**src/saa_pkg.sv**
```systemverilog
// Shared types, codes and defaults for the skyline atlas allocator.
`default_nettype none

package saa_pkg;

  localparam int MODE_W = 2;
  localparam int DIM_W  = 8;
  localparam int ATL_W  = 4;
  localparam int POS_W  = 8;
  localparam int COL_W  = 9;

  // One border pixel on each side of a picture.
  localparam int BORDER_TOTAL = 2;

  localparam int NUM_ATLASES_DEF  = 2;
  localparam int ATLAS_WIDTH_DEF  = 256;
  localparam int ATLAS_HEIGHT_DEF = 256;

  localparam logic [MODE_W-1:0] MODE_ALLOC = 2'd0;
  localparam logic [MODE_W-1:0] MODE_QUERY = 2'd1;
  localparam logic [MODE_W-1:0] MODE_CLEAR = 2'd2;

  typedef struct packed {
    logic [MODE_W-1:0] mode;
    logic [DIM_W-1:0]  rect_width;
    logic [DIM_W-1:0]  rect_height;
    logic [ATL_W-1:0]  atlas_select;
  } saa_req_t;

  typedef struct packed {
    logic             ok;
    logic [ATL_W-1:0] atlas_index;
    logic [POS_W-1:0] pos_x;
    logic [POS_W-1:0] pos_y;
  } saa_res_t;

endpackage

`default_nettype wire

```
**src/saa_ram.sv**
```systemverilog
// Simple dual-port RAM with one write port and one registered read port.
`default_nettype none

module saa_ram import saa_pkg::*; #(
  parameter int DEPTH  = ATLAS_WIDTH_DEF,
  parameter int DATA_W = COL_W,
  localparam int ADDR_W = $clog2(DEPTH)
) (
  input  wire logic              clk,
  input  wire logic              we,
  input  wire logic [ADDR_W-1:0] waddr,
  input  wire logic [DATA_W-1:0] wdata,
  input  wire logic              re,
  input  wire logic [ADDR_W-1:0] raddr,
  output logic      [DATA_W-1:0] rdata
);

  logic [DATA_W-1:0] mem [DEPTH];

  always_ff @(posedge clk) begin
    if (we) begin
      mem[waddr] <= wdata;
    end
  end

  always_ff @(posedge clk) begin
    if (re) begin
      rdata <= mem[raddr];
    end
  end

endmodule

`default_nettype wire

```
**config.mk**
```make
export PLATFORM = sky130hd
export DESIGN_NAME = saa_ram
export DESIGN_NICKNAME = d
export VERILOG_FILES = /design/src/saa_pkg.sv /design/src/saa_ram.sv
export SDC_FILE = /design/constraint.sdc
export NUM_CORES = 2
export LEC_CHECK = 0
export BUFFER_PORTS_ARGS = -buffer_cell sky130_fd_sc_hd__buf_4
export CAP_MARGIN = 20
export CELL_PAD_IN_SITES_DETAIL_PLACEMENT = 1
export CELL_PAD_IN_SITES_GLOBAL_PLACEMENT = 1
export CORE_UTILIZATION = 60
export DETAILED_ROUTE_END_ITERATION = 10
export GPL_TIMING_DRIVEN = 0
export PLACE_DENSITY_LB_ADDON = 0.1
export SLEW_MARGIN = 20
export SYNTH_ARGS = -nofsm -noshare
export SYNTH_HDL_FRONTEND = slang
export SYNTH_SLANG_ARGS = --single-unit
```
**constraint.sdc**
```tcl
create_clock -name clk -period 3.1 [get_ports clk]
set_clock_uncertainty 0.1 [all_clocks]
set_input_delay 0 -clock clk [delete_from_list [all_inputs] [get_ports clk]]
set_output_delay 0 -clock clk [all_outputs]
set_load 0.005 [all_outputs]
```
**Word level (Yosys, flattened, before mapping)**

Memory sizes are Yosys's and may differ from the RTL's. A register that Yosys moved wholly into a read port is not among the register bits.
Index checks and enable logic that the tools add are counted.
W data, S select, Z words.

- Logic and storage cells: 3
- Bits in writable memories: 2304
- Bits of input ports: 28
- Flip-flop bits (word level): 0
- Memories: 1

Memory list:

| name | depth | width | rd ports | clocked after memory_dff | wr ports | RTL line | text |
|---|---|---|---|---|---|---|---|
| mem | 256 | 9 | 1 | 1 | 1 | saa_ram.sv:18 | `logic [DATA_W-1:0] mem [DEPTH];` |

- Mux-type cells: 2

Operators with widths:

| kind | count |
|---|---|
| $mux W1 | 2 |

**Longest topological paths before layout**

- Depth in word-level cells: 2
- Gate-level depth with buffers: 11
- Mapped depth without buffers: 6

**Worst setup path before layout**

No wires, ideal clock.

- Path kind: input port to flip-flop
- Start: input port raddr[0]
- End: register rdata[7] (read register of mem), data pin
- Stages on the path: 9
- Path slack: 1.038 ns
- Setup time: 0.265 ns
- Data arrival time: 1.698 ns
- Path buffers: 4
- Cells stage by stage: buf_6 -> buf_12 -> buf_6 -> buf_6 -> mux4_2 -> a22oi_1 -> a21oi_1 -> nor4_1 -> nor3_1

RTL lines:

| item | RTL line | text |
|---|---|---|
| start, declared | saa_ram.sv:14 | `input wire logic [ADDR_W-1:0] raddr,` |
| end, declared | saa_ram.sv:15 | `output logic [DATA_W-1:0] rdata` |

==> results.toml <==
[global_routing]
grt_max_degree = 133
use_met1 = 0.537
grt_use_total = 0.412
grt_use_met2 = 0.597
grt_pass1_vias = 49533
grt-ovfl-total = 0
grt_first_pass_wirelength_mm = 412
grt.busiest_layer = "met2"
antenna_found_initial = 22
met3_usage = 0.163

[synthesis]
synth_area_leader_cell = "edfxtp_1"
syn_area_per_cell_um2 = 21.1
synth_seq_cells = 2313
synth_cell_types = 56
ys_seq_area_frac = 0.777
netlist.area_leader.share = 0.777
netlist_area_mm2 = 0.0894
synthCells = 4237
async_flop_share = 0
yosys_warnings = 0
synthFlopType = "edfxtp_1"
syn_nets = 4265
synth-edff-count = 2313
synth_area_leaders = "edfxtp_1 (78%), mux4_2 (12%), mux2i_1 (2.0%)"

[run]
max_cap_violations = 0

[placed_design]
dpl_cell_area_mm2 = 0.0933
place.port_buffers = 28
hpwl_mm = 204
gp_congestion = 1.02
dp.cells = 6241

[cts]
ctsHtreeMaxLevel = 4
cts-root-buf = "clkbuf_16"
cts_tree = "yes"
cts.sinks = 2313
clockBufferDepth = 3
cts_buffers = 224
clock_latency_ns = 0.88
clk_pin_slew_ns = 0.07

[finish]
syn_to_final_growth_pct = 12.9
drive_above_1_share = 0.237
fin_cells = 6695
layout.nets = 4587
fillers = 11512
design_area_mm2 = 0.101

[floorplanning]
die_w_um = 388
io_pins = 37
core_area_mm2 = 0.148
die-area_mm2 = 0.150
start_util = 0.604
chipHeight_um = 388
row_count = 141

[timing]
hold_viol = 0
rsz0062_at_grt = "true"
final-max-slew-violation-count = 0
clock.fmax_ghz = 0.295
fin_setup_tns_ns = -1.80
fin_ws_ns = -0.287
hold-worst-slack_ns = 0.0263
min_period_over_period = 1.09
slew_headroom = 0.167
setup_viol = 9
worst_pin_slew_ns = 1.25
fin_crit_ns = 3.39

[worst_setup_path]
critPathKind = "in -> reg"
crit_path_end_kind = "flip-flop"
crit_fanout = 10
start_kind = "input port"
worstPathArrival_ns = 3.85
cp_data_required_time_ns = 3.56

[route]
wire_per_inst_um = 46.1
vias = 50042
wl_mm = 308
via_per_inst = 7.47
route.detailed.drc = 0
dr.pass1.iters = 7
route.antenna.remaining_nets = 0
drt_iter0_drc = 8480

[power]
p_leak_nw = 31.5
peakVddDrop_mv = 0.631
p_per_area_mw_per_mm2 = 646

[outcome]
failed_checks = "setup timing"
status = "complete, but fails checks"

[hold_path]
hp-class = "in -> reg"
## state kept, by name, indices dropped and copies added, names as in the netlist
name and count:
rdata 9, mem 2304
## report_power, final
part	switching [mW]	internal (mW)	total, mW
sequential	0.0232	34.5	34.5
combinational	2.97	1.20	4.17
clock	11.9	14.6	26.5
total	14.9	50.3	65.2
## worst max-delay path, stage by stage
cell and delay, ns:
buf_4 0.19, buf_2 0.34, nor2_2 0.68, clkbuf_1 0.84, a22oi_1 0.45, a21oi_1 0.53, nor4_1 0.17, nor4_4 0.62
## synthesized netlist by cell type (27+ instances only)
cell type	n
edfxtp_1	2313
mux4_2	467
nor2_1	305
mux2i_1	177
a22oi_1	174
clkbuf_1	120
a21oi_1	98
o22ai_1	65
buf_2	54
nand2_1	40
o221ai_1	35
nand3_1	31
o21ai_0	31
buf_4	28
nor2b_1	28
nor4_1	27
## area by class of cell
class                      count  area [um^2]  share of cell area
inverter                       2         7.51           0.0000744
clock inverter               129         1040              0.0103
antenna                       21         52.6            0.000521
sequential                  2313        69500               0.688
clock buffer                 282         5910              0.0585
buffer                       258         1660              0.0164
multi-input combinational   1663        18800               0.187
tap                         1930         2410              0.0239
timing repair buffer          97         1550              0.0153
## logic make-up (layout without fill, tap and decap cells)
kind of cell,Yosys count,count (layout),share of synthesized area
other,0,21,0
flip-flops,2313,2313,0.777
AND/OR/NAND/NOR,500,500,0.0250
multiplexers,674,674,0.143
buffers and inverters,261,768,0.0175
AO/OA/AOI/OAI,489,489,0.0375
## layer usage
layer  vias up  wire, um
li1      18490         -
met1     26144    104000
met2      4455    136000
met3       937     47800
met4        16     21000
met5         -       190
## metrics by stage
step                       util  worst slack (ns)  power (mW)
after detailed placement  0.631             -1.60        39.0
after floorplan               -              1.04        36.8
final                     0.683            -0.287        65.2
after global routing      0.682           -0.0228        65.9
after CTS                 0.681           -0.0102        64.8
after global placement    0.622             -2.56        38.8
## layout by cell type, fill, tap and decap left out, types with 14 or more instances in the layout
cell type,netlist,layout
buf_8,12,30
buf_6,26,26
nor2_2,0,30
clkbuf_1,120,131
edfxtp_1,2313,2313
mux4_2,467,467
buf_16,0,27
mux2_2,21,21
buf_2,54,47
clkbuf_16,0,228
diode_2,0,21
o221ai_1,35,35
o22ai_1,65,64
clkinv_2,0,36
nand3_1,31,31
nor2b_1,28,28
a21oi_1,98,85
a211oi_1,26,20
nor2_1,305,275
o21ai_0,31,31
clkbuf_2,0,41
dlygate4sd3_1,0,20
buf_4,28,61
a22oi_1,174,173
clkinv_1,1,63
nand2_1,40,40
bufinv_16,0,14
mux2i_1,177,177
## worst paths after layout
| path | startpoint | to | slack, ns | cells after the start |
|---|---|---|---|---|
| hold reg to reg | mem[7][7] | rdata[7] | 1.41 | 6 |
| setup reg to reg | mem[211][0] | rdata[0] | -0.13 | 6 |
| hold / removal | wdata[5] | mem[82][5] | 0.03 | 2 |
| setup / recovery | raddr[2] | rdata[3] | -0.29 | 8 |
## what timing repair did
action	in CTS	in global routing
gates cloned	0	0
hold buffers	20	0
endpoints found under the hold margin	2089	0
buffers inserted	2	0
endpoints found under the setup margin	9	27
resized for setup	63	44
Power figures use the tool's default switching activity.
