<file path="src/saa_pkg.sv">
// Shared types, codes and defaults for the skyline atlas allocator.
`default_nettype none

package saa_pkg;

  localparam int MODE_W = 2;
  localparam int DIM_W  = 8;
  localparam int ATL_W  = 4;
  localparam int POS_W  = 8;
  localparam int COL_W  = 9;

  // One border pixel on each side of a picture.
  localparam int BORDER_TOTAL = 2;

  localparam int NUM_ATLASES_DEF  = 2;
  localparam int ATLAS_WIDTH_DEF  = 256;
  localparam int ATLAS_HEIGHT_DEF = 256;

  localparam logic [MODE_W-1:0] MODE_ALLOC = 2'd0;
  localparam logic [MODE_W-1:0] MODE_QUERY = 2'd1;
  localparam logic [MODE_W-1:0] MODE_CLEAR = 2'd2;

  typedef struct packed {
    logic [MODE_W-1:0] mode;
    logic [DIM_W-1:0]  rect_width;
    logic [DIM_W-1:0]  rect_height;
    logic [ATL_W-1:0]  atlas_select;
  } saa_req_t;

  typedef struct packed {
    logic             ok;
    logic [ATL_W-1:0] atlas_index;
    logic [POS_W-1:0] pos_x;
    logic [POS_W-1:0] pos_y;
  } saa_res_t;

endpackage

`default_nettype wire

</file>
<file path="src/saa_ctrl.sv">
// Sequencer and shared max/compare datapath for the skyline scan and update.
`default_nettype none

module saa_ctrl import saa_pkg::*; #(
  parameter int NUM_ATLASES  = NUM_ATLASES_DEF,
  parameter int ATLAS_WIDTH  = ATLAS_WIDTH_DEF,
  parameter int ATLAS_HEIGHT = ATLAS_HEIGHT_DEF,
  localparam int CW     = $clog2(ATLAS_WIDTH),
  localparam int ADDR_W = $clog2(NUM_ATLASES * ATLAS_WIDTH)
) (
  input  wire logic              clk,
  input  wire logic              rst_n,
  input  wire logic              req_valid,
  input  wire saa_req_t          req,
  output logic                   req_ready,
  output logic                   res_valid,
  output saa_res_t               res,
  input  wire logic              res_ready,
  output logic                   col_we,
  output logic      [ADDR_W-1:0] col_waddr,
  output logic      [COL_W-1:0]  col_wdata,
  output logic                   col_re,
  output logic      [ADDR_W-1:0] col_raddr,
  input  wire logic [COL_W-1:0]  col_rdata,
  output logic                   scr_we,
  output logic      [CW-1:0]     scr_waddr,
  output logic      [COL_W-1:0]  scr_wdata,
  output logic                   scr_re,
  output logic      [CW-1:0]     scr_raddr,
  input  wire logic [COL_W-1:0]  scr_rdata
);

  localparam int AIDX_W = (NUM_ATLASES > 1) ? $clog2(NUM_ATLASES) : 1;
  localparam logic [COL_W-1:0]  HGT       = COL_W'(ATLAS_HEIGHT);
  localparam logic [CW-1:0]     LAST_COL  = CW'(ATLAS_WIDTH - 1);
  localparam logic [AIDX_W-1:0] LAST_ATL  = AIDX_W'(NUM_ATLASES - 1);
  localparam logic [ADDR_W-1:0] LAST_ADDR = ADDR_W'(NUM_ATLASES * ATLAS_WIDTH - 1);
  localparam logic [ADDR_W-1:0] ATL_STEP  = ADDR_W'(ATLAS_WIDTH);

  typedef enum logic [2:0] {
    S_CLEAR,
    S_IDLE,
    S_FWD,
    S_REV,
    S_REVW,
    S_EVAL,
    S_RAISE,
    S_REPLY
  } state_t;

  function automatic logic [COL_W-1:0] hmax(input logic [COL_W-1:0] a,
                                            input logic [COL_W-1:0] b);
    return (a > b) ? a : b;
  endfunction

  state_t            state_r, state_nxt;
  logic [ADDR_W-1:0] clr_addr_r, clr_addr_nxt;
  logic              clr_reply_r, clr_reply_nxt;
  logic              fv_r, fv_nxt;
  logic              rv_r, rv_nxt;
  logic              first_r, first_nxt;
  logic              rin_r, rin_nxt;
  logic [NUM_ATLASES-1:0] dirty_r, dirty_nxt;
  logic [COL_W-1:0]  pw_r, pw_nxt;
  logic [COL_W-1:0]  ph_r, ph_nxt;
  logic [AIDX_W-1:0] atl_r, atl_nxt;
  logic [ADDR_W-1:0] base_r, base_nxt;
  logic [CW-1:0]     pos_r, pos_nxt;
  logic [CW-1:0]     dpos_r, dpos_nxt;
  logic [COL_W-1:0]  c_r, c_nxt;
  logic [COL_W-1:0]  run_r, run_nxt;
  logic [COL_W-1:0]  best_r, best_nxt;
  logic [CW-1:0]     bx_r, bx_nxt;
  logic [COL_W-1:0]  rj_r, rj_nxt;
  saa_res_t          res_r, res_nxt;

  logic [9:0]        rev_sum;
  logic [9:0]        fit_sum;
  logic [9:0]        req_pw;
  logic [COL_W-1:0]  wm;

  // Window end for the start column being issued in the reverse pass.
  assign rev_sum = 10'(pos_r) + 10'(pw_r);
  assign fit_sum = 10'(best_r) + 10'(ph_r);
  assign req_pw  = 10'(req.rect_width) + 10'(BORDER_TOTAL);

  assign req_ready = (state_r == S_IDLE);
  assign res_valid = (state_r == S_REPLY);
  assign res       = res_r;

  always_comb begin
    state_nxt     = state_r;
    clr_addr_nxt  = clr_addr_r;
    clr_reply_nxt = clr_reply_r;
    fv_nxt        = 1'b0;
    rv_nxt        = 1'b0;
    first_nxt     = first_r;
    rin_nxt       = 1'b0;
    dirty_nxt     = dirty_r;
    pw_nxt        = pw_r;
    ph_nxt        = ph_r;
    atl_nxt       = atl_r;
    base_nxt      = base_r;
    pos_nxt       = pos_r;
    dpos_nxt      = pos_r;
    c_nxt         = c_r;
    run_nxt       = run_r;
    best_nxt      = best_r;
    bx_nxt        = bx_r;
    rj_nxt        = rj_r;
    res_nxt       = res_r;
    wm            = '0;

    col_we    = 1'b0;
    col_waddr = clr_addr_r;
    col_wdata = '0;
    col_re    = 1'b0;
    col_raddr = base_r + ADDR_W'(pos_r);
    scr_we    = 1'b0;
    scr_waddr = dpos_r;
    scr_wdata = run_nxt;
    scr_re    = 1'b0;
    scr_raddr = CW'(rev_sum - 10'd1);

    // Forward pass: running maximum from the start of each block of pw columns.
    if (fv_r) begin
      run_nxt   = (c_r == '0) ? col_rdata : hmax(run_r, col_rdata);
      scr_we    = 1'b1;
      scr_wdata = run_nxt;
      // The counter is kept at the last column so the reverse pass starts in phase.
      if (dpos_r != LAST_COL) begin
        c_nxt = (c_r == pw_r - 9'd1) ? '0 : c_r + 9'd1;
      end
    end

    // Reverse pass: running maximum to the end of each block, joined with the
    // stored prefix maximum at the window end to give the window maximum.
    if (rv_r) begin
      run_nxt   = (first_r || (c_r == pw_r - 9'd1)) ? col_rdata : hmax(run_r, col_rdata);
      first_nxt = 1'b0;
      c_nxt     = (c_r == '0) ? pw_r - 9'd1 : c_r - 9'd1;
      wm        = hmax(run_nxt, scr_rdata);
      // Ties move the choice left, since the pass runs right to left.
      if (rin_r && (wm <= best_r) && (wm < HGT)) begin
        best_nxt = wm;
        bx_nxt   = dpos_r;
      end
    end

    case (state_r)
      S_CLEAR: begin
        col_we       = 1'b1;
        col_waddr    = clr_addr_r;
        clr_addr_nxt = clr_addr_r + ADDR_W'(1);
        if (clr_addr_r == LAST_ADDR) begin
          clr_addr_nxt = '0;
          state_nxt    = clr_reply_r ? S_REPLY : S_IDLE;
        end
      end
      S_IDLE: begin
        if (req_valid) begin
          res_nxt = '0;
          case (req.mode)
            MODE_ALLOC: begin
              pw_nxt   = COL_W'(req_pw);
              ph_nxt   = COL_W'(req.rect_height) + COL_W'(BORDER_TOTAL);
              atl_nxt  = '0;
              base_nxt = '0;
              pos_nxt  = '0;
              c_nxt    = '0;
              best_nxt = HGT;
              bx_nxt   = '0;
              // A padded width that leaves no start column fails at once.
              state_nxt = (req_pw >= 10'(ATLAS_WIDTH)) ? S_REPLY : S_FWD;
            end
            MODE_QUERY: begin
              res_nxt.atlas_index = req.atlas_select;
              if (5'(req.atlas_select) < 5'(NUM_ATLASES)) begin
                res_nxt.ok = dirty_r[AIDX_W'(req.atlas_select)];
                dirty_nxt[AIDX_W'(req.atlas_select)] = 1'b0;
              end
              state_nxt = S_REPLY;
            end
            MODE_CLEAR: begin
              res_nxt.ok    = 1'b1;
              dirty_nxt     = '0;
              clr_addr_nxt  = '0;
              clr_reply_nxt = 1'b1;
              state_nxt     = S_CLEAR;
            end
            default: begin
              state_nxt = S_REPLY;
            end
          endcase
        end
      end
      S_FWD: begin
        col_re  = 1'b1;
        fv_nxt  = 1'b1;
        pos_nxt = pos_r + CW'(1);
        if (pos_r == LAST_COL) begin
          pos_nxt   = LAST_COL;
          first_nxt = 1'b1;
          state_nxt = S_REV;
        end
      end
      S_REV: begin
        col_re  = 1'b1;
        rv_nxt  = 1'b1;
        rin_nxt = (rev_sum < 10'(ATLAS_WIDTH));
        scr_re  = rin_nxt;
        pos_nxt = pos_r - CW'(1);
        if (pos_r == '0) begin
          state_nxt = S_REVW;
        end
      end
      S_REVW: begin
        state_nxt = S_EVAL;
      end
      S_EVAL: begin
        if (fit_sum <= 10'(ATLAS_HEIGHT)) begin
          rj_nxt         = '0;
          dirty_nxt[atl_r] = 1'b1;
          state_nxt      = S_RAISE;
        end else if (atl_r == LAST_ATL) begin
          res_nxt   = '0;
          state_nxt = S_REPLY;
        end else begin
          atl_nxt   = atl_r + AIDX_W'(1);
          base_nxt  = base_r + ATL_STEP;
          pos_nxt   = '0;
          c_nxt     = '0;
          best_nxt  = HGT;
          bx_nxt    = '0;
          state_nxt = S_FWD;
        end
      end
      S_RAISE: begin
        col_we    = 1'b1;
        col_waddr = base_r + ADDR_W'(bx_r) + ADDR_W'(rj_r);
        col_wdata = COL_W'(fit_sum);
        rj_nxt    = rj_r + 9'd1;
        if (rj_r == pw_r - 9'd1) begin
          res_nxt.ok          = 1'b1;
          res_nxt.atlas_index = ATL_W'(atl_r);
          res_nxt.pos_x       = POS_W'(bx_r) + POS_W'(1);
          res_nxt.pos_y       = POS_W'(best_r) + POS_W'(1);
          state_nxt           = S_REPLY;
        end
      end
      S_REPLY: begin
        if (res_ready) begin
          clr_reply_nxt = 1'b0;
          state_nxt     = S_IDLE;
        end
      end
      default: begin
        state_nxt = S_IDLE;
      end
    endcase
  end

  always_ff @(posedge clk) begin
    pw_r   <= pw_nxt;
    ph_r   <= ph_nxt;
    atl_r  <= atl_nxt;
    base_r <= base_nxt;
    pos_r  <= pos_nxt;
    dpos_r <= dpos_nxt;
    c_r    <= c_nxt;
    run_r  <= run_nxt;
    best_r <= best_nxt;
    bx_r   <= bx_nxt;
    rj_r   <= rj_nxt;
    res_r  <= res_nxt;
    rin_r  <= rin_nxt;
    if (!rst_n) begin
      state_r     <= S_CLEAR;
      clr_addr_r  <= '0;
      clr_reply_r <= 1'b0;
      fv_r        <= 1'b0;
      rv_r        <= 1'b0;
      first_r     <= 1'b0;
      dirty_r     <= '0;
    end else begin
      state_r     <= state_nxt;
      clr_addr_r  <= clr_addr_nxt;
      clr_reply_r <= clr_reply_nxt;
      fv_r        <= fv_nxt;
      rv_r        <= rv_nxt;
      first_r     <= first_nxt;
      dirty_r     <= dirty_nxt;
    end
  end

endmodule

`default_nettype wire

</file>
<file path="config.mk">
export PLATFORM = sky130hd
export DESIGN_NAME = saa_ctrl
export DESIGN_NICKNAME = d
export VERILOG_FILES = /design/src/saa_pkg.sv /design/src/saa_ctrl.sv
export SDC_FILE = /design/constraint.sdc
export NUM_CORES = 1
export LEC_CHECK = 0
export BUFFER_PORTS_ARGS = -buffer_cell sky130_fd_sc_hd__buf_2
export CORE_MARGIN = 2
export CORE_UTILIZATION = 63
export DETAILED_ROUTE_END_ITERATION = 8
export GPL_TIMING_DRIVEN = 0
export HOLD_SLACK_MARGIN = 0.08
export PLACE_DENSITY = 0.87
export RECOVER_POWER = 50
export SYNTH_ARGS = -nofsm -noshare
export SYNTH_HDL_FRONTEND = slang
export SYNTH_SLANG_ARGS = --single-unit
</file>
<file path="constraint.sdc">
create_clock -name clk -period 17.76 [get_ports clk]
set_input_delay 0.888 -clock clk [delete_from_list [all_inputs] [get_ports clk]]
set_output_delay 0.888 -clock clk [all_outputs]
set_load 0.02 [all_outputs]
</file>
[Word level (Yosys, flattened, before mapping)]
Cells that the tools add are included.
Operators by class
  add/sub/neg operators: 19
  $lt $le $gt $ge: 12
  equal/unequal tests: 28
  muxes and demuxes: 98
  bitwise logic cells: 3
  reduce and logical (&&, ||, !) cells: 27
Operators with widths (number)
  $mux 9: 31
  $pmux 9 s2: 5
  $mux 8: 11
  $mux 21: 4
  $pmux 21 s3: 1
  $pmux 8 s4: 1
  $mux 3: 10
  $add 9x1->9 const B: 3
  $add 8x1->8 const B: 3
  $pmux 3 s8: 1
  $mux 1: 21
  $reduce_and 5->1: 4
  $add 8x2->9 const B: 2
  $add 9x8->9: 2
  $eq 9x9->1: 2
  $gt 9x9->1: 2
  $ne 2x2->1 const B: 9
  $sub 9x1->9 const B: 2
  $pmux 8 s2: 1
  $sub 8x1->8 const B: 2
  $eq 3x3->1 const B: 4
  $add 8x9->10: 1
  $add 9x9->10: 1
  $le 10x9->1 const B: 1
  other kinds (43): 63
Word-level totals
  register bits: 128
  input port bits: 44
  output and inout port bits: 79
  word-level logic and storage cells: 210

[Longest topological paths before layout]
  depth in word-level cells: 14
  depth in mapped cells: 32
  mapped depth without buffers: 28

[Worst setup path after synthesis]
No wires, ideal clock.
  path type: input-to-reg
  from: input port col_rdata[3]
  to: register best_r[1]
  library setup time: 0.128 ns
  data arrival time: 5.802 ns
  data required time: 17.632 ns
  slack: 11.830 ns
  stages: 28
  path buffers: 3
  cells stage by stage: inv_1 > ha_1 > nand3_1 > o21bai_1 > a311oi_1 > nor2_1 > or3_1 > clkbuf_1 > o21ai_0 > nand2_1 > ha_1 > a21o_1 > a221oi_1 > nand2_1 > and2_1 > buf_1 > a31oi_1 > ha_1 > nor2b_1 > o21a_1 > o21ai_0 > a21oi_1 > o21bai_1 > a21oi_1 > a21oi_4 > buf_8 > mux2i_1 > nor2_1
On the way
  cells in the longest elaborated chain, start to end: 13
Ends and longest elaborated chain
  start, declared: RTL line saa_ctrl.sv:24  | input wire logic [COL_W-1:0] col_rdata,
  $gt 9x9->1: RTL line saa_ctrl.sv:53  | return (a > b) ? a : b;
  $mux 9: RTL line saa_ctrl.sv:53
  $mux 9 (*): RTL line saa_ctrl.sv:139  | run_nxt = (first_r || (c_r == pw_r - 9'd1)) ? col_rdata : hmax(run_r, col_rdata);
  $gt 9x9->1: RTL line saa_ctrl.sv:53
  $mux 9 (*): RTL line saa_ctrl.sv:53
  $le 9x9->1: RTL line saa_ctrl.sv:144  | if (rin_r && (wm <= best_r) && (wm < HGT)) begin
  $logic_and 1x1->1 (2 in a row): RTL line saa_ctrl.sv:144
  $mux 9 (*): RTL line saa_ctrl.sv:144
  $mux 9 (*): RTL line saa_ctrl.sv:138  | if (rv_r) begin
  $mux 9 (on tied branches): RTL line saa_ctrl.sv:225, saa_ctrl.sv:163
  $mux 9 (on tied branches): RTL line saa_ctrl.sv:221, saa_ctrl.sv:161
  $pmux 9 s2 (*): RTL line saa_ctrl.sv:150  | case (state_r)
  named net best_nxt[1]: RTL line saa_ctrl.sv:72  | logic [COL_W-1:0] best_r, best_nxt;
  end signal, assigned: RTL line saa_ctrl.sv:272  | best_r <= best_nxt;
  end, declared: RTL line saa_ctrl.sv:72
The timed path passes the listed nets; every way through them passes the cells marked *.
A chain may end at the register's enable or synchronous reset.

[Worst setup path after layout]
  from: register pw_r[0]
  to: register bx_r[4]
On the way
  cells in the longest elaborated chain, start to end: 14
Ends and longest elaborated chain
  start, declared: RTL line saa_ctrl.sv:64  | logic [COL_W-1:0] pw_r, pw_nxt;
  start signal, assigned: RTL line saa_ctrl.sv:264  | pw_r <= pw_nxt;
  $sub 9x1->9 (*): RTL line saa_ctrl.sv:139
  $eq 9x9->1 (*): RTL line saa_ctrl.sv:139
  $logic_or 1x1->1 (*): RTL line saa_ctrl.sv:139
  $mux 9 (*): RTL line saa_ctrl.sv:139
  $gt 9x9->1: RTL line saa_ctrl.sv:53
  $mux 9 (*): RTL line saa_ctrl.sv:53
  $le 9x9->1: RTL line saa_ctrl.sv:144
  $logic_and 1x1->1: RTL line saa_ctrl.sv:144
  $logic_and 1x1->1 (*): RTL line saa_ctrl.sv:144
  $mux 8 (*): RTL line saa_ctrl.sv:144
  $mux 8 (*): RTL line saa_ctrl.sv:138
  $mux 8 (on tied branches): RTL line saa_ctrl.sv:225, saa_ctrl.sv:163
  $mux 8 (on tied branches): RTL line saa_ctrl.sv:221, saa_ctrl.sv:161
  $pmux 8 s2 (*): RTL line saa_ctrl.sv:150
  named net bx_nxt[4]: RTL line saa_ctrl.sv:73  | logic [CW-1:0] bx_r, bx_nxt;
  end signal, assigned: RTL line saa_ctrl.sv:273  | bx_r <= bx_nxt;
  end, declared: RTL line saa_ctrl.sv:73
Marks and branches as above.

==> results.py <==
metrics = {
    "status": {
        "status": "finished clean",
    },
    "worst_hold_path": {
        "min-delay-start": "dirty_r[0]",
        "worstHoldPathType": "flop to flop",
    },
    "synth": {
        "yosysTopAreaCell": "edfxtp_1",
        "synth_top_area_frac": 0.2045,
        "yosys-top-cells-area": "edfxtp_1, dfxtp_1, ha_1",
        "syn_area_sq_um": 8516,
        "yosysSeqAreaShare": 0.3503,
        "syn-num-nets": 1088,
        "ys_warn_count": 0,
        "ys_top_cells_by_count": "nor2_1, ha_1, nand2_1",
        "ys.flop_type": "dfxtp_1",
        "synth-edff-count": 58,
        "synthArstFlopShare": 0,
        "ys_types": 66,
        "synth_most_common_cell": "nor2_1",
        "ys_seq_elements": 120,
        "synthCells": 966,
        "synth_area_per_cell_sq_um": 8.815,
    },
    "power": {
        "intPower_mw": 0.7762,
        "ir_worst_vdd_mv": 0.1022,
        "pwr-share-seq": 0.298,
        "power.density_nw_per_um2": 137.5,
        "power.leakage_nw": 4.158,
        "power_frac_clock": 0.230,
        "switching_power_mw": 0.5783,
        "totalPowerFinal_mw": 1.354,
        "swShare": 0.4269,
        "combinationalPowerShare": 0.472,
    },
    "critical_path": {
        "path_delay_family": "simple AND/OR/NAND/NOR gates",
        "crit_arrival_ps": 7160,
        "slowest_stage": "edfxtp_1",
        "cpPeakStageDelay_ps": 390,
        "critical_path_class": "flop to flop",
        "crit_start": "pw_r[0]",
        "crit_required_ps": 18050,
        "reg2reg_slack_ps": 10890,
        "cp_max_fo": 10,
        "startpoint_type": "flop",
        "crit_path_end_kind": "flop",
        "worstReg2RegStart": "pw_r[0]",
        "cp_num_buf_inv": 4,
    },
    "timing": {
        "finClkSkew_ps": 8.613,
        "slew_headroom": 0.1017,
        "worst_pin_slew_ps": 1333,
        "worst_slack_ps": 10890,
        "max_freq_ghz": 0.1455,
        "finalCritPeriodShare": 0.3870,
        "rsz0062_at_grt": "false",
        "setup_viol_count_final": 0,
        "timing.hold.ws_ps": 476.9,
        "hold_viol": 0,
        "period_needed_ps": 6874,
        "setup_tns_ps": 0,
        "maxSlewViolCount": 0,
    },
    "placement": {
        "port_buffers": 122,
        "dp_cells": 1265,
        "dp_slack_ps": 10780,
        "dp_hpwl_um": 16330,
        "placed_cell_area_sq_um": 9369,
        "place_congestion": 0.9815,
    },
    "cells_and_area": {
        "fin_nets": 1231,
        "syn2layout_area_growth_pct": 15.66,
        "drive_above_1_share": 0.1248,
        "n_antenna_cell": 0,
        "fillers": 994,
        "post-route-util": 0.7438,
        "final_cells": 1298,
        "design_area_sq_um": 9849,
    },
    "global_routing": {
        "gr-usage-all-layers": 0.3103,
        "overflow": 0,
        "grt_pass1_vias": 7421,
        "grt_pass1_wl_um": 35730,
        "grt_start_max_net_pins": 19,
        "antenna_found_initial": 0,
    },
    "clock_tree": {
        "h-tree-depth": 4,
        "cts_tree": "yes",
        "insertion_delay_ps": 430,
        "cts.repair.resized": 0,
        "post_cts_buffers": 0,
        "cts_made_buffers": 17,
        "ctsHoldBuffers": 0,
        "cts_sinks": 120,
        "root_buffer": "clkbuf_16",
        "clk_pin_slew_ps": 60,
        "clockBufferDepth": 2,
    },
    "floorplanning": {
        "die_area_sq_um": 14460,
        "die_width_um": 120.3,
        "dieHeight_um": 120.3,
        "ioPinCount": 123,
        "rows": 42,
        "core_sq_um": 13240,
        "initial_core_util": 0.6430,
    },
    "routing": {
        "viasPerCell": 6.086,
        "post-route-drc-count": 0,
        "ant_nets": 0,
        "finalWirelength_um": 22130,
        "drt_iter0_markers": 801,
        "post_drt_wl_per_cell_um": 17.05,
        "firstDrtPassIters": 6,
        "via_count": 7900,
    },
    "job": {
        "maxCapViolations": 0,
    },
}
[power by group through the flow]
stage	logic [mW]	registers, mW	clock network, mW
after floorplan	0.451	0.414	0
after global placement	0.617	0.404	0
after detailed placement	0.632	0.406	0
after CTS	0.639	0.401	0.312
after global routing	0.710	0.410	0.323
final	0.639	0.404	0.312
[logic make-up after synthesis]
logic type | share of synthesized area
simple gates | 0.2016
fa+ha+maj | 0.1172
flops | 0.3503
xor+xnor | 0.09697
compound gates | 0.1569
mux | 0.03570
buf+inv | 0.04129
[final timing paths]
path,to,cells past startpoint
worst min-delay path,dirty_r[0],2
worst max-delay path,bx_r[4],30
worst min register to register,dirty_r[0],2
worst max register to register,bx_r[4],30
[final cells by class]
| class | instances | area, sq um | share of cell area |
|---|---|---|---|
| multi-input combinational | 756 | 5189 | 0.5268 |
| sequential | 120 | 2983 | 0.3028 |
| timing repair buffer | 124 | 576.8 | 0.05856 |
| clock buffer | 23 | 478.0 | 0.04853 |
| tap | 176 | 220.2 | 0.02236 |
| inverter | 57 | 214.0 | 0.02172 |
| buffer | 33 | 137.6 | 0.01397 |
| clock inverter | 9 | 51.30 | 0.005208 |
[state kept, by name, indices dropped and copies added (netlist names)]
name	cells
atl_r	1
base_r	1
best_r	9
bx_r	8
c_r	9
clr_addr_r	9
clr_reply_r	1
dirty_r	2
dpos_nxt	8
first_r	1
fv_r	1
ph_r	9
pw_r	9
res	21
rin_r	1
rj_r	9
run_r	9
rv_r	1
scr_waddr	8
state_r	3
[layout by cell type, fill, tap and decap left out, types with 4 or more instances in the layout]
cell type  instances
a211oi_1          19
a21o_1            11
a21oi_1           54
a221oi_1           6
a31oi_1           21
and2_0             4
and2_1            11
and3_1            24
buf_2             82
clkbuf_1          75
clkbuf_16         17
clkinv_2           5
dfxtp_1           62
edfxtp_1          58
ha_1              75
inv_1             55
mux2_2            11
mux2i_1           18
nand2_1           68
nand3_1           53
nand4_1            9
nor2_1           112
nor2b_1           10
nor3_1            21
nor3b_1            6
o21a_1             6
o21ai_0           45
o21bai_1          10
o31ai_1            4
or2_2              5
or3_1              8
or4_1              5
xnor2_1           48
xor2_1            41
[worst reg2reg max path: cells and delay by family (launching register included)]
family | cells | cell delay (ps)
AO/OA/AOI/OAI | 11 | 2020
XOR/XNOR | 1 | 290
adder cells (fa/ha/maj) | 3 | 810
buffers and inverters | 4 | 710
flip-flops | 1 | 390
multiplexers | 1 | 210
AND/OR/NAND/NOR | 10 | 2310
[layer usage]
layer  vias to the layer above  share of wire  GRT usage  wire length, um
met3                        59          0.081    0.06651             1783
met4                         0          0.023     0.1076              513
met5                         -              0          0                0
met1                      3687           0.41     0.3975             9103
met2                       383           0.48     0.5210            10730
li1                       3771              -          -                -
No activity file was read; power rests on OpenSTA's default activity.
